===== src/hw/rtl/sc1_pkg.sv =====
// ----------------------------------------------------------------------------
// SHACAL-1 shared package
// Types, constants and round helper functions for the SHACAL-1 block cipher.
// ----------------------------------------------------------------------------
package sc1_pkg;

	localparam int ROUNDS    = 80;
	localparam int KEY_WORDS = 16;
	localparam int NUM_RC    = 4;
	localparam int GROUP_LEN = 20;
	localparam int RND_W     = $clog2(ROUNDS);
	localparam int KEY_W     = $clog2(KEY_WORDS);
	localparam int RC_W      = $clog2(NUM_RC);

	localparam logic [31:0] RC_RESET [NUM_RC] = '{
		32'h5A827999, 32'h6ED9EBA1, 32'h8F1BBCDC, 32'hCA62C1D6
	};

	typedef enum logic [1:0] {
		OP_LOAD = 2'd0,
		OP_ENC  = 2'd1,
		OP_DEC  = 2'd2,
		OP_NONE = 2'd3
	} op_t;

	typedef enum logic [RC_W-1:0] {
		GRP_CHOOSE  = 2'd0,
		GRP_PARITY  = 2'd1,
		GRP_MAJ     = 2'd2,
		GRP_PARITY2 = 2'd3
	} grp_t;

	typedef struct packed {
		logic [31:0] a;
		logic [31:0] b;
		logic [31:0] c;
		logic [31:0] d;
		logic [31:0] e;
	} blk_t;

	typedef struct packed {
		logic             bld_en;
		logic [RND_W-1:0] bld_idx;
		logic             rd_en;
		logic [RND_W-1:0] rd_addr;
	} sched_ctl_t;

	function automatic grp_t round_grp(input logic [RND_W-1:0] r);
		grp_t g;
		if (r < RND_W'(GROUP_LEN))
			g = GRP_CHOOSE;
		else if (r < RND_W'(2 * GROUP_LEN))
			g = GRP_PARITY;
		else if (r < RND_W'(3 * GROUP_LEN))
			g = GRP_MAJ;
		else
			g = GRP_PARITY2;
		return g;
	endfunction

	function automatic logic [31:0] mix(input logic [31:0] x, input logic [31:0] y,
		input logic [31:0] z, input grp_t g);
		logic [31:0] f;
		case (g)
			GRP_CHOOSE: f = (x & y) | (~x & z);
			GRP_MAJ:    f = (x & y) | (x & z) | (y & z);
			default:    f = x ^ y ^ z;
		endcase
		return f;
	endfunction

	function automatic logic [31:0] rotl1(input logic [31:0] x);
		return {x[30:0], x[31]};
	endfunction

	function automatic logic [31:0] rotl2(input logic [31:0] x);
		return {x[29:0], x[31:30]};
	endfunction

	function automatic logic [31:0] rotl5(input logic [31:0] x);
		return {x[26:0], x[31:27]};
	endfunction

	function automatic logic [31:0] rotl30(input logic [31:0] x);
		return {x[1:0], x[31:2]};
	endfunction

endpackage


===== src/hw/rtl/sc1_sched.sv =====
// ----------------------------------------------------------------------------
// SHACAL-1 key schedule
// Expands the key one word per cycle while bld_en is set, through a 16-word
// window into an 80-entry schedule memory with a registered read port.
// ----------------------------------------------------------------------------
module sc1_sched import sc1_pkg::*; (
	input  logic        clk,
	input  sched_ctl_t  ctl,
	input  logic [31:0] key_word,
	output logic [31:0] rd_data
);

	logic [31:0] mem [ROUNDS];
	logic [31:0] win_q [KEY_WORDS];
	logic [31:0] w_new;

	always_comb begin
		if (ctl.bld_idx < RND_W'(KEY_WORDS))
			w_new = key_word;
		else
			w_new = rotl1(win_q[2] ^ win_q[7] ^ win_q[13] ^ win_q[15]);
	end

	always_ff @(posedge clk) begin
		if (ctl.bld_en) begin
			mem[ctl.bld_idx] <= w_new;
			win_q[0] <= w_new;
			for (int i = 1; i < KEY_WORDS; i++)
				win_q[i] <= win_q[i-1];
		end
		if (ctl.rd_en)
			rd_data <= mem[ctl.rd_addr];
	end

endmodule


===== config.mk =====
export PLATFORM = sky130hd
export DESIGN_NAME = sc1_sched
export DESIGN_NICKNAME = d
export VERILOG_FILES = /design/src/hw/rtl/sc1_pkg.sv /design/src/hw/rtl/sc1_sched.sv
export SDC_FILE = /design/constraint.sdc
export NUM_CORES = 2
export LEC_CHECK = 0
export BUFFER_PORTS_ARGS = -buffer_cell sky130_fd_sc_hd__buf_2
export CAP_MARGIN = 20
export CORE_MARGIN = 1
export CORE_UTILIZATION = 55
export DETAILED_ROUTE_END_ITERATION = 10
export PLACE_DENSITY = 0.68
export SYNTH_ARGS = -nofsm -noshare
export SYNTH_HDL_FRONTEND = slang
export SYNTH_SLANG_ARGS = --single-unit

===== constraint.sdc =====
create_clock -name clk -period 14.12 [get_ports clk]
set_input_delay 1.412 -clock clk [delete_from_list [all_inputs] [get_ports clk]]
set_output_delay 1.412 -clock clk [all_outputs]
set_load 0.005 [all_outputs]

=== Word-level counts from Yosys, hierarchy flattened ===
Memories as Yosys holds them, arrays and structs flattened. A register that Yosys moved wholly into a read port is not among the register bits.
Cells that the tools add are included.

* Magnitude comparators: 1
* Muxes and demuxes: 3
* Bitwise gates (word level): 3

{| class="wikitable"
|+ Operator list
! kind !! number
|-
| $xor 32x32->32 || 3
|-
| $mux 32 || 1
|-
| $lt 7x5->1 const B || 1
|-
| $mux 1 || 2
|}

* Flip-flop bits (word level): 0
* Bits in writable memories: 3,072
* Bits of input ports: 49
* Output and inout port bits: 32
* Logic and storage cells: 9
* Memories: 2

{| class="wikitable"
|+ Memories
! memory !! words !! width !! read ports !! clocked after memory_dff !! write ports !! RTL line !! source
|-
| mem || 80 || 32 || 1 || 1 || 1 || sc1_sched.sv:13 || <nowiki>logic [31:0] mem [ROUNDS];</nowiki>
|-
| win_q || 16 || 32 || 16 || 0 || 16 || sc1_sched.sv:14 || <nowiki>logic [31:0] win_q [KEY_WORDS];</nowiki>
|}

=== Logic depth before layout (Yosys ltp) ===
* Depth in word-level cells: 4
* Mapped depth: 11
* Depth with buffers taken out: 5

=== Worst setup path after synthesis ===
No wires, ideal clock.

* Path type: in2reg
* From: input port ctl[12] in the netlist's numbering
* To: memory mem[0][23] (data pin)
* Library setup time: 833 ps
* Arrival time: 5,324 ps
* Data required time: 13,287 ps
* Setup slack: 7,963 ps
* Cell stages on the path: 5
* Buffers on the path: 3
* Path through: clkbuf_1 > nor3_1 > clkbuf_1 > clkbuf_1 > o21ai_0

* Longest elaborated chain between the ends: 2

{| class="wikitable"
|+ RTL lines
! what !! RTL line !! source
|-
| start: declaration || sc1_sched.sv:8 || <nowiki>input sched_ctl_t ctl,</nowiki>
|-
| $lt 7x5->1 || sc1_sched.sv:18 || <nowiki>if (ctl.bld_idx < RND_W'(KEY_WORDS))</nowiki>
|-
| $mux 32 || sc1_sched.sv:18 ||
|-
| via w_new[23] || sc1_sched.sv:15 || <nowiki>logic [31:0] w_new;</nowiki>
|-
| end: declaration || sc1_sched.sv:13 ||
|}

The timed path passes the listed nets, and every way through them passes these cells.

==> summary.json <==
{
  "timing": {
    "final_max_slew_viol_count": 0,
    "tightest_slew_ps": 1340,
    "rsz0062_at_grt": "false",
    "final_number_of_setup_violating_endpoints": 0,
    "finalHoldWorstSlack_ps": 392,
    "final.setup.tns_ps": 0,
    "max_slew_margin_pct": 10.6,
    "hold_viol_final": 0,
    "finalWorstPathRequiredPeriod_ps": 5920,
    "post-route-period-util_pct": 41.9,
    "skew_ps": 42.9,
    "max_fclk_mhz": 169
  },
  "logic_synthesis": {
    "synth_largest_area_cell": "sky130_fd_sc_hd__edfxtp_1",
    "post_synth_mux_area_share_pct": 13.2,
    "synth_adder_area_share_pct": 0,
    "synthesized_area_fraction_occupied_by_ao_oa_aoi_and_oai_cells_pct": 2.37,
    "synth_sequential_area_ratio_pct": 80.6,
    "synth-seq-cells": 3104,
    "edff_count_synth": 3104,
    "dominant_combinational_cell_family_by_area_after_synthesis": "multiplexers",
    "synth_simple_gate_area_share_pct": 1.94,
    "ys_async_sr_fraction_pct": 0,
    "synth_top_area_share_pct": 80.6,
    "mappedNetlistArea_sq_um": 116000,
    "synth_cell_types": 59,
    "synth.yosys.warnings": 0,
    "post_synth.cell_area_avg_sq_um": 22.4,
    "syn_nets": 5207,
    "dominantRegCellSynth": "sky130_fd_sc_hd__edfxtp_1",
    "synth_cells": 5158,
    "synth_xor_xnor_area_share_pct": 0.727,
    "synth_area_leaders": "sky130_fd_sc_hd__edfxtp_1 81%, sky130_fd_sc_hd__mux4_2 11%, sky130_fd_sc_hd__mux2i_1 2.1%, sky130_fd_sc_hd__a22oi_1 0.77%, sky130_fd_sc_hd__xnor2_1 0.73%"
  },
  "grt": {
    "vias_in_the_first_global_route": 55000,
    "use_met1_pct": 38.6,
    "met3_usage_pct": 5.84,
    "met2_demand_to_capacity_share_in_global_routing_pct": 42.0,
    "antenna_violations_before_repair": 25,
    "grt_use_total_pct": 27.5,
    "grt_overflow": 0,
    "most_used_routing_layer_in_global_routing": "met2",
    "grt_first_pass_wirelength_um": 406000,
    "maximum_number_of_pins_on_one_net_before_global_route_repair": 122
  },
  "pwr": {
    "sequentialPowerShare_pct": 53.7,
    "leakage_component_of_the_power_uw": 0.0414,
    "power_density_nw_per_um2": 154,
    "swShare_pct": 21.9,
    "power_switching_uw": 4380,
    "comb_power_share_pct": 6.7,
    "clkPwrFrac_pct": 39.5,
    "vdd_drop_max_mv": 0.131,
    "cellInternalPower_uw": 15700
  },
  "clock_tree": {
    "cts_hold_repair.buffers": 0,
    "cts_tree": "yes",
    "clock_tree.root_cell": "sky130_fd_sc_hd__clkbuf_16",
    "cts_setup_buffers": 0,
    "cts-htree-levels": 5,
    "tritoncts.num_buffers": 316,
    "clock_path_buffers": 4,
    "cts_sinks": 3104,
    "cts_repair_resize_count": 0,
    "cts.reportedPaths.clkPinSlew_ps": 60,
    "clk_latency_ps": 950
  },
  "layout": {
    "fin_cells": 8490,
    "final_layout_size_suffix_gt1_share_pct": 24.1,
    "area_growth_pct": 12.6,
    "regArea_sq_um": 93200,
    "multiInputGateArea_sq_um": 22100,
    "fillers": 13700,
    "finish.net_count": 5534
  },
  "setup_path": {
    "critical_path.endpoint": "rd_data[20]",
    "critical_path.endpoint_type": "register",
    "path_max_fanout": 121,
    "timing.critical_path.slowest_stage_cell": "sky130_fd_sc_hd__buf_4",
    "crit_required_ps": 14760,
    "timing_worst_setup_path_type": "primary input to register",
    "critical_path.max_stage_delay_ps": 860,
    "rr_worst_depth": 5,
    "startpoint_type": "primary input",
    "worst-endpoint-arrival_ps": 6560,
    "regToRegStartpoint": "mem[30][15]",
    "worstReg2RegEnd": "rd_data[15]",
    "critPathMostFrequentCell": "sky130_fd_sc_hd__buf_4",
    "r2r_setup_slack_ps": 10960,
    "cp_cell_sequence": "buf_8, buf_12, buf_4, buf_4, buf_4, mux2i_1, a22oi_1, nand3_1, and4_1, o211ai_1",
    "setup.worst_path.start": "ctl[2]"
  },
  "die": {
    "core_sq_um": 208000,
    "design.die.area_sq_um": 212000,
    "initial_cell_density_of_the_core_pct": 55.6,
    "die_width_um": 461,
    "rows": 167,
    "io_pins": 81,
    "die_y_um": 461
  },
  "outcome": {
    "status": "finished clean"
  },
  "flow_run": {
    "max-cap-violations": 0
  },
  "place": {
    "final_hpwl_dp_um": 154000,
    "numPortBuffers": 80,
    "gpl.final_weighted_congestion": 0.848,
    "place_inst": 7955
  },
  "route": {
    "detail_route.wl_per_cell_um": 33.9,
    "detail_route.first_pass.iterations": 6,
    "drt_iter0_drc": 7664,
    "drtAntennaViolNets": 0,
    "wirelength_um": 288000,
    "drc_errors": 0,
    "dr_total_vias": 55500,
    "post_drt_via_cell_ratio": 6.54
  },
  "worst_hold_path": {
    "hp-class": "register to register"
  }
}
==> registers in the layout, summed over array words and instances (netlist names) <==
name / flops
mem: 2560
win_q: 512
rd_data: 32
==> worst max-delay path: cells and delay by family <==
| kind | cells | cell delay (ps) |
|---|---|---|
| buffers and inverters | 5 | 3590 |
| and+or+nand+nor | 2 | 640 |
| muxes | 1 | 300 |
| AOI/OAI and AO/OA | 2 | 230 |
==> cells in the final DEF (no fill, tap or decap), types with 16 or more instances in the layout <==
| cell type | synthesis | routed |
|---|---|---|
| sky130_fd_sc_hd__nor2b_1 | 23 | 19 |
| sky130_fd_sc_hd__nand2_1 | 185 | 185 |
| sky130_fd_sc_hd__clkbuf_16 | 0 | 325 |
| sky130_fd_sc_hd__clkbuf_1 | 101 | 61 |
| sky130_fd_sc_hd__a22oi_1 | 119 | 119 |
| sky130_fd_sc_hd__nor2_4 | 0 | 78 |
| sky130_fd_sc_hd__clkinv_1 | 0 | 71 |
| sky130_fd_sc_hd__and3_1 | 35 | 35 |
| sky130_fd_sc_hd__mux4_2 | 560 | 560 |
| sky130_fd_sc_hd__o221ai_1 | 29 | 29 |
| sky130_fd_sc_hd__a211oi_1 | 17 | 17 |
| sky130_fd_sc_hd__mux2i_1 | 238 | 238 |
| sky130_fd_sc_hd__nand3_1 | 55 | 55 |
| sky130_fd_sc_hd__nor2_1 | 120 | 40 |
| sky130_fd_sc_hd__bufinv_16 | 0 | 25 |
| sky130_fd_sc_hd__a21oi_1 | 55 | 55 |
| sky130_fd_sc_hd__mux2_2 | 23 | 23 |
| sky130_fd_sc_hd__a31oi_1 | 29 | 29 |
| sky130_fd_sc_hd__edfxtp_1 | 3104 | 3104 |
| sky130_fd_sc_hd__o22ai_1 | 18 | 18 |
| sky130_fd_sc_hd__clkinv_2 | 0 | 39 |
| sky130_fd_sc_hd__o21ai_0 | 48 | 16 |
| sky130_fd_sc_hd__xnor2_1 | 96 | 96 |
| sky130_fd_sc_hd__buf_2 | 88 | 76 |
| sky130_fd_sc_hd__o21ai_4 | 0 | 32 |
| sky130_fd_sc_hd__buf_4 | 28 | 182 |
| sky130_fd_sc_hd__nor3_1 | 21 | 16 |
==> per-stage QoR <==
| stage | utilization [%] | worst slack [ps] | total power, uW | cell area (sq um) |
|---|---|---|---|---|
| after floorplan | - | 7960 | 11700 | 116000 |
| after global placement | 57.9 | 7320 | 12300 | 121000 |
| after detailed placement | 58.0 | 7260 | 12300 | 121000 |
| after CTS | 62.6 | 8280 | 20200 | 130000 |
| after global routing | 62.6 | 7940 | 20600 | 130000 |
| final | 62.6 | 8200 | 20100 | 130000 |
==> power groups by stage <==
stage / clock [uW] / combinational, uW / sequential, uW
2_1_floorplan: 0 / 679 / 11000
3_3_place_gp: 0 / 1310 / 11000
3_5_place_dp: 0 / 1350 / 11000
4_1_cts: 8040 / 1350 / 10800
5_1_grt: 8370 / 1420 / 10800
6_report: 7930 / 1350 / 10800
==> logic make-up (layout without fill, tap and decap cells) <==
group | Yosys count | count (layout)
buffers and inverters | 261 | 800
muxes | 821 | 821
other | 0 | 5
and+or+nand+nor | 486 | 486
AOI/OAI and AO/OA | 390 | 390
xor gates and xnor gates | 96 | 96
DFF | 3104 | 3104
==> per-layer routing <==
layer	vias to the layer above	routed length, um
met5	-	31
met4	6	13400
met3	522	30700
met2	3229	135000
met1	29500	109000
li1	22200	-
==> final cells by class <==
| cell class | instances | share of cell area (%) |
|---|---|---|
| Multi-Input combinational cell | 1793 | 16.9 |
| Inverter | 5 | 0.0154 |
| Tap cell | 2788 | 2.68 |
| Clock inverter | 144 | 0.988 |
| Clock buffer | 386 | 6.42 |
| Antenna cell | 5 | 0.00960 |
| Timing Repair Buffer | 265 | 1.42 |
| Sequential cell | 3104 | 71.5 |
==> worst min-delay path by stage <==
stage / from / to / cells after the start
2_1_floorplan: win_q[0][96] / win_q[0][128] / 0
3_3_place_gp: win_q[0][51] / win_q[0][83] / 0
3_5_place_dp: win_q[0][106] / win_q[0][138] / 0
4_1_cts: win_q[1][155] / win_q[1][187] / 0
5_1_grt: win_q[1][155] / win_q[1][187] / 0
6_report: win_q[0][9] / win_q[0][41] / 0
==> synthesized netlist by cell type (all sizes together), types with 2 or more instances <==
library cell and count:
a2111oi 3, a211o 9, a211oi 17, a21oi 55, a221oi 12, a22o 10
a22oi 119, a31oi 29, a32o 6, and2 5, and3 35, and4 8
buf 155, clkbuf 101, edfxtp 3104, inv 5, mux2 23, mux2i 238
mux4 560, nand2 186, nand2b 11, nand3 55, nand3b 4, nand4 2
nand4b 2, nor2 121, nor2b 23, nor3 21, nor3b 2, nor4 3
o211ai 7, o21ai 48, o221ai 29, o22ai 18, o31ai 4, o32a 2
o41ai 14, or4b 2, or4bb 2, xnor2 96
Power figures use the tool's default switching activity.
