==> src/hw/rtl/sc1_pkg.sv <==
// ----------------------------------------------------------------------------
// SHACAL-1 shared package
// Types, constants and round helper functions for the SHACAL-1 block cipher.
// ----------------------------------------------------------------------------
package sc1_pkg;

	localparam int ROUNDS    = 80;
	localparam int KEY_WORDS = 16;
	localparam int NUM_RC    = 4;
	localparam int GROUP_LEN = 20;
	localparam int RND_W     = $clog2(ROUNDS);
	localparam int KEY_W     = $clog2(KEY_WORDS);
	localparam int RC_W      = $clog2(NUM_RC);

	localparam logic [31:0] RC_RESET [NUM_RC] = '{
		32'h5A827999, 32'h6ED9EBA1, 32'h8F1BBCDC, 32'hCA62C1D6
	};

	typedef enum logic [1:0] {
		OP_LOAD = 2'd0,
		OP_ENC  = 2'd1,
		OP_DEC  = 2'd2,
		OP_NONE = 2'd3
	} op_t;

	typedef enum logic [RC_W-1:0] {
		GRP_CHOOSE  = 2'd0,
		GRP_PARITY  = 2'd1,
		GRP_MAJ     = 2'd2,
		GRP_PARITY2 = 2'd3
	} grp_t;

	typedef struct packed {
		logic [31:0] a;
		logic [31:0] b;
		logic [31:0] c;
		logic [31:0] d;
		logic [31:0] e;
	} blk_t;

	typedef struct packed {
		logic             bld_en;
		logic [RND_W-1:0] bld_idx;
		logic             rd_en;
		logic [RND_W-1:0] rd_addr;
	} sched_ctl_t;

	function automatic grp_t round_grp(input logic [RND_W-1:0] r);
		grp_t g;
		if (r < RND_W'(GROUP_LEN))
			g = GRP_CHOOSE;
		else if (r < RND_W'(2 * GROUP_LEN))
			g = GRP_PARITY;
		else if (r < RND_W'(3 * GROUP_LEN))
			g = GRP_MAJ;
		else
			g = GRP_PARITY2;
		return g;
	endfunction

	function automatic logic [31:0] mix(input logic [31:0] x, input logic [31:0] y,
		input logic [31:0] z, input grp_t g);
		logic [31:0] f;
		case (g)
			GRP_CHOOSE: f = (x & y) | (~x & z);
			GRP_MAJ:    f = (x & y) | (x & z) | (y & z);
			default:    f = x ^ y ^ z;
		endcase
		return f;
	endfunction

	function automatic logic [31:0] rotl1(input logic [31:0] x);
		return {x[30:0], x[31]};
	endfunction

	function automatic logic [31:0] rotl2(input logic [31:0] x);
		return {x[29:0], x[31:30]};
	endfunction

	function automatic logic [31:0] rotl5(input logic [31:0] x);
		return {x[26:0], x[31:27]};
	endfunction

	function automatic logic [31:0] rotl30(input logic [31:0] x);
		return {x[1:0], x[31:2]};
	endfunction

endpackage

==> src/hw/rtl/sc1_round.sv <==
// ----------------------------------------------------------------------------
// SHACAL-1 round unit
// One encrypt or inverse round on the five-word state, shared by all rounds.
// ----------------------------------------------------------------------------
module sc1_round import sc1_pkg::*; (
	input  blk_t        st,
	input  logic        dec,
	input  grp_t        grp,
	input  logic [31:0] k,
	input  logic [31:0] w,
	output blk_t        nx
);

	logic [31:0] nb_dec;

	assign nb_dec = rotl2(st.c);

	always_comb begin
		if (dec) begin
			nx.a = st.b;
			nx.b = nb_dec;
			nx.c = st.d;
			nx.d = st.e;
			nx.e = st.a - rotl5(st.b) - mix(nb_dec, st.d, st.e, grp) - k - w;
		end else begin
			nx.a = rotl5(st.a) + mix(st.b, st.c, st.d, grp) + st.e + k + w;
			nx.b = st.a;
			nx.c = rotl30(st.b);
			nx.d = st.c;
			nx.e = st.d;
		end
	end

endmodule

==> config.mk <==
export PLATFORM = sky130hd
export DESIGN_NAME = sc1_round
export DESIGN_NICKNAME = d
export VERILOG_FILES = /design/src/hw/rtl/sc1_pkg.sv /design/src/hw/rtl/sc1_round.sv
export SDC_FILE = /design/constraint.sdc
export NUM_CORES = 1
export LEC_CHECK = 0
export ABC_AREA = 1
export BUFFER_PORTS_ARGS = -buffer_cell sky130_fd_sc_hd__buf_2
export CORE_UTILIZATION = 40
export DETAILED_ROUTE_END_ITERATION = 16
export SYNTH_ARGS = -nofsm -noshare
export SYNTH_HDL_FRONTEND = slang
export SYNTH_SLANG_ARGS = --single-unit
==> constraint.sdc <==
create_clock -name vclk -period 5.95
set_input_delay 0.2975 -clock vclk [all_inputs]
set_output_delay 0.2975 -clock vclk [all_outputs]
set_load 0.02 [all_outputs]
# ---- Word-level counts from Yosys, hierarchy flattened
# Index checks and enable logic that the tools add are counted.
dict set report totals {
  mem_count 0
  latch_bits 0
  ramBits 0
  mem_bits_ro 0
  elab_cells 35
  register_bits 0
}
dict set report classes {
  multipliers 0
  eq_ne 1
  reduce_logical 1
  n_addsub 8
  shifts 0
  div 0
  bitwise 20
  n_lt_le_gt_ge 0
  mux 5
}
# op count
set op_table {}
lappend op_table {{$and A32 B32 Y32} 8}
lappend op_table {{$or A32 B32 Y32} 6}
lappend op_table {{$mux W160} 1}
lappend op_table {{$add A32 B32 Y32} 4}
lappend op_table {{$pmux W32 S2} 2}
lappend op_table {{$sub A32 B32 Y32} 4}
lappend op_table {{$xor A32 B32 Y32} 4}
lappend op_table {{$mux W32} 2}
lappend op_table {{$not A32 Y32} 2}
lappend op_table {{$eq A2 B2 Y1 const B} 1}
lappend op_table {{$logic_not A2 Y1} 1}

# ---- Logic depth before layout (Yosys ltp)
# Gate-level depths: netlist (run 1).
dict set report logic_depth {
  depth_word 10
  depth_mapped 25
  mapped_depth_nobuf 24
}

# ---- Worst setup path after synthesis (run 1)
# OpenSTA, ideal clock, no wires.
dict set report synth_path {
  path_type {in2out}
  from {input st[0] (netlist name)}
  to {output nx[8] (netlist name)}
  setup_slack_ps 1413
  path_buffers 0
  arrival_time_ps 4240
  cell_stages 17
  t_required_ps 5653
  path_cell_list {fa_1 > o221ai_1 > fa_1 > fa_1 > inv_1 > fa_1 > inv_1 > ha_1 > inv_1 > nand2_1 > fa_1 > nand3_1 > nand3_1 > nand2_1 > nand2_2 > xnor2_1 > o21ai_0}
}
# item line
set synth_rtl {}
lappend synth_rtl {{from (decl)} sc1_round.sv:6} ;# input blk_t st,
lappend synth_rtl {{to (decl)} sc1_round.sv:11} ;# output blk_t nx

==> results.json, run 1 <==
{
  "status": "finished, final reports clean",
  "layout_commonest_cell": "nand2_1",
  "max_freq_ghz": 0.187,
  "end_kind": "output port",
  "timing.critical_path.max_delay_family": "adder cells",
  "comb_power_share_pct": 100.0,
  "drv_slew": 0,
  "finalPower_uw": 6820,
  "dp_cells": 2856,
  "io_buffers": 387,
  "drt_wl_total_um": 66900,
  "tightest_slew_ps": 840,
  "yosysWarnings": 0,
  "final_cell_mix": "nand2_1 (625), buf_2 (386), inv_1 (385)",
  "cp_data_arrival_time_ps": 5060,
  "antenna_found_initial": 5,
  "hold_buffers": 0,
  "synth_seq_area_share_pct": 0,
  "fillers": 3618,
  "worstPathRequired_ps": 5650,
  "syn_to_final_growth_pct": 17.5,
  "via_count": 15600,
  "place_congestion": 1.06,
  "fin_hold_ws_ps": 974,
  "switching_power_uw": 4520,
  "layout.nets": 2951,
  "syn_area_per_cell_um2": 6.59,
  "swShare_pct": 66.3,
  "route.detailed.drc": 0,
  "setup_tns_ps": 0,
  "drt_iter0_drc": 1079,
  "finalHoldViolations": 0,
  "std_cell_rows": 67,
  "die_h_um": 186,
  "grt_start_max_net_pins": 190,
  "fp.coreArea_mm2": 0.0335,
  "seqPwrFrac_pct": 0,
  "die_area_mm2": 0.0348,
  "crit_path_start_kind": "input pin",
  "wire_per_inst_um": 23.4,
  "grt_pass1_vias": 15000,
  "num_io_pins": 387,
  "ctsResizeCount": 0,
  "die_w_um": 186,
  "first_pass_iters": 6,
  "drt-vias-per-instance": 5.45,
  "rsz0062_at_grt": "no",
  "ant_nets": 0,
  "drive_gt1_share_pct": 18.6,
  "vdd_drop_max_mv": 0.180,
  "dp_hpwl_um": 59300,
  "pwr-share-clk_pct": 0,
  "worstPathBufferInverterCount": 5,
  "worstPathMaxFanout": 6,
  "pwr_density_cell_mw_per_mm2": 426,
  "postSynthCellCount": 2064,
  "fin_util_pct": 47.7,
  "nClkBuffers": 0,
  "track_usage_pct": 37.7,
  "synth_area_mm2": 0.0136,
  "design.seq.count": 0,
  "post_cts_buffers": 0,
  "critical_path_class": "in2out",
  "layout_min_cycle_time_ps": 5350,
  "slew_headroom_pct": 43.9,
  "cap_viol_max_count": 0,
  "setup_viol": 0,
  "stdcell_count": 2860,
  "register_area_um2": 0,
  "timing.critical_path.mode_cell": "nand2_1",
  "post-route-period-util_pct": 90.0,
  "critical_path.cell_chain": "buf_2 > fa_1 > o221ai_1 > fa_1 > fa_1 > inv_1 > fa_1 > inv_1 > ha_1 > inv_1 > nand2_1 > fa_1 > nand3_1 > nand3_1 > nand2_1 > nand2_2 > nand2_1 > nand2_1 > nand2_1 > nand2_1 > nand2_1 > nand3_1 > nand2_1 > buf_2",
  "min_path_type": "in2out",
  "crit_path_max_incr_delay_ps": 540,
  "synthDistinctLibCells": 38,
  "grt_overflow": 0,
  "power.internal_uw": 2300,
  "grt_pass1_wl_um": 96900,
  "syn-num-nets": 2605,
  "leakage_uw": 0.00873,
  "critPathSlowestCell": "fa_1",
  "start_util_pct": 40.6
}
## power by group through the flow
| stage | Clock (µW) | Combinational (µW) | Sequential, µW |
|---|---|---|---|
| final | 0.0000347 | 6820 | 0 |
| after global routing | 0.0000451 | 7510 | 0 |
| after CTS | 0 | 6770 | 0 |
| after detailed placement | 0 | 6730 | 0 |
| after global placement | 0 | 6700 | 0 |
| after floorplan | 0 | 4630 | 0 |
## path summary, 6_finish.rpt
kind              startpoint  endpoint  slack (ps)  cells after the start
setup / recovery      st[32]    nx[28]         600                     24
hold / removal       st[121]   nx[153]         970                      4
## synthesized netlist by cell type, types with 2 or more instances
master	count	area, µm²
inv_1	386	1450
buf_2	19	95.1
and2_1	5	31.3
or2_2	4	25.0
nor4_1	3	18.8
a21oi_1	140	701
o221ai_1	32	280
nor3_4	3	48.8
nand2_2	19	119
inv_2	6	22.5
nor2_1	77	289
a21o_1	4	30.0
nand3b_1	12	90.1
nand2_1	626	2350
nor2_2	6	37.5
o21bai_1	10	75.1
buf_6	2	22.5
fa_1	249	4980
nor3_1	7	35.0
nor3_2	2	20.0
or2_1	4	25.0
clkbuf_1	31	116
nand4_1	19	119
nand3_1	100	500
o21ai_0	163	816
nand3_2	4	40.0
xnor2_1	16	140
ha_1	65	813
o22ai_1	34	213
o21ai_1	8	40.0
## worst min-delay path, stage by stage
cell and delay, ps:
buf_2 120, nand2_1 50, nand2_1 50, buf_2 160
## kinds of logic after synthesis
group	share of synthesized area, %
AO/OA/AOI/OAI	15.8
XOR/XNOR	1.09
adder cells (fa/ha/maj)	42.6
buffers and inverters	12.6
AND/OR/NAND/NOR	27.9
## through the flow
stage	setup WS, ps	instance area (µm²)
after global routing	355	16000
final	595	16000
after global placement	722	16000
after CTS	625	16000
after detailed placement	628	16000
after floorplan	1410	13600
## cell type report
type	instances	area [µm²]	area share, %
repair buffers	398	2050	12.8
inverters	392	1470	9.20
well taps	448	561	3.51
diodes	4	10.0	0.0626
multi-input cells	1618	11900	74.4
## metal layers
layer	vias up	part of all wire (%)	track usage [%]
met2	888	47	64.6
met4	0	5.3	17.4
met1	7351	39	47.4
li1	7205	-	-
met5	-	0	0
met3	133	8.3	4.50
(Power assumes the default switching activity.)
==> run 2, diff against run 1 <==
--- a/config.mk
+++ b/config.mk
@@ -7,7 +7,7 @@
 export LEC_CHECK = 0
 export ABC_AREA = 1
 export BUFFER_PORTS_ARGS = -buffer_cell sky130_fd_sc_hd__buf_2
-export CORE_UTILIZATION = 40
+export CORE_UTILIZATION = 37
 export DETAILED_ROUTE_END_ITERATION = 16
 export SYNTH_ARGS = -nofsm -noshare
 export SYNTH_HDL_FRONTEND = slang
==> run 2 against run 1 <==
Worst hold slack improved by 6.0 ps. Sequential share of layout area unchanged. Flip-flop and latch count stayed put. Core utilization shrank 3.0 points. Combinational power rose by 1%. Setup slack improved by 66 ps. Via count hardly changed. Wire length increased by 7.6%. Final cell count rose by 0.56%. Critical endpoint unchanged. Largest cell class unchanged. Largest power group unchanged.
==> results.json, run 2 (same netlist as run 1, synthesis figures left out) <==
{
  "die_w_um": 194,
  "comb_power_share_pct": 100.0,
  "fp.coreArea_mm2": 0.0359,
  "min_path_type": "in2out",
  "vdd_drop_max_mv": 0.211,
  "pwr-share-clk_pct": 0,
  "crit_path_start_kind": "input pin",
  "track_usage_pct": 37.7,
  "drv_slew": 0,
  "slew_headroom_pct": 36.4,
  "end_kind": "output port",
  "grt_start_max_net_pins": 95,
  "grt_pass1_wl_um": 103000,
  "first_pass_iters": 5,
  "layout_min_cycle_time_ps": 5290,
  "rsz0062_at_grt": "no",
  "post-route-period-util_pct": 88.9,
  "nClkBuffers": 0,
  "die_h_um": 194,
  "register_area_um2": 0,
  "worstPathMaxFanout": 5,
  "fin_hold_ws_ps": 980,
  "design.seq.count": 0,
  "swShare_pct": 66.8,
  "drt_wl_total_um": 72000,
  "grt_overflow": 0,
  "post_cts_buffers": 0,
  "critPathSlowestCell": "fa_1",
  "route.detailed.drc": 0,
  "drive_gt1_share_pct": 18.7,
  "leakage_uw": 0.00876,
  "via_count": 15600,
  "std_cell_rows": 69,
  "ant_nets": 0,
  "cap_viol_max_count": 0,
  "dp_cells": 2874,
  "syn_to_final_growth_pct": 17.8,
  "antenna_found_initial": 8,
  "cp_data_arrival_time_ps": 4990,
  "power.internal_uw": 2290,
  "io_buffers": 387,
  "hold_buffers": 0,
  "critical_path_class": "in2out",
  "place_congestion": 0.994,
  "grt_pass1_vias": 15200,
  "layout.nets": 2956,
  "crit_path_max_incr_delay_ps": 530,
  "drt_iter0_drc": 1223,
  "timing.critical_path.mode_cell": "nand2_1",
  "tightest_slew_ps": 954,
  "place_ws_ps": 706,
  "max_freq_ghz": 0.189,
  "seqPwrFrac_pct": 0,
  "ctsResizeCount": 0,
  "setup_tns_ps": 0,
  "start_util_pct": 37.9,
  "worstPathRequired_ps": 5650,
  "die_area_mm2": 0.0376,
  "setup_viol": 0,
  "finalHoldViolations": 0,
  "wire_per_inst_um": 25.0,
  "layout_commonest_cell": "nand2_1",
  "num_io_pins": 387,
  "dp_hpwl_um": 64800,
  "status": "finished, final reports clean",
  "drt-vias-per-instance": 5.42,
  "stdcell_count": 2876,
  "critical_path.cell_chain": "buf_2 > fa_1 > o221ai_1 > fa_1 > fa_1 > inv_1 > fa_1 > inv_1 > ha_1 > inv_1 > nand2_1 > fa_1 > nand3_1 > nand3_1 > nand2_1 > nand2_2 > nand2_1 > nand2_1 > nand2_1 > nand2_1 > nand2_1 > nand3_1 > nand2_1 > buf_2",
  "switching_power_uw": 4600,
  "pwr_density_cell_mw_per_mm2": 430,
  "setup_slack_ps": 661,
  "final_cell_mix": "nand2_1 (625), buf_2 (386), inv_1 (385)"
}
-- run 2: changes by cell type in the layout (fill, tap and decap cells not counted) --
cell | previous run | this run
buf_4 | 9 | 14
diode_2 | 4 | 2
-- run 2: path summary, 6_finish.rpt --
kind / from / to / cells past startpoint
max: st[0] / nx[28] / 24
min: st[78] / nx[112] / 4
-- run 2: per-stage QoR --
step | instance area (µm²) | utilization, % | total power, µW
3_3_place_gp | 16000 | 44.6 | 6760
2_1_floorplan | 13600 | - | 4630
6_report | 16000 | 44.7 | 6890
4_1_cts | 16000 | 44.6 | 6830
3_5_place_dp | 16000 | 44.6 | 6800
5_1_grt | 16000 | 44.6 | 7620
-- run 2: layout make-up --
class	instances	area, µm²
inverter	392	1470
timing repair buffer	403	2090
multi-input combinational	1618	11900
tap	461	577
fill	3947	19900
antenna	2	5.00
-- run 2: power groups by stage --
stage	Combinational, µW	Clock [µW]	Sequential, µW
after global placement	6760	0	0
after detailed placement	6800	0	0
after floorplan	4630	0	0
after CTS	6830	0	0
after global routing	7620	0	0
final	6890	0.0000452	0
-- run 2: layer usage --
metal	vias up	global-route usage (%)	share of wire, %
li1	7214	-	-
met1	7396	45.7	38
met2	828	66.0	48
met3	136	5.31	8.0
met4	8	17.8	5.6
met5	-	0	0.067
-- run 2: worst max-delay path: cells and delay by family --
family,cells,cell delay [ps]
AO/OA/AOI/OAI,1,230
buffers and inverters,5,460
adder cells (fa/ha/maj),6,2690
AND/OR/NAND/NOR,12,1300
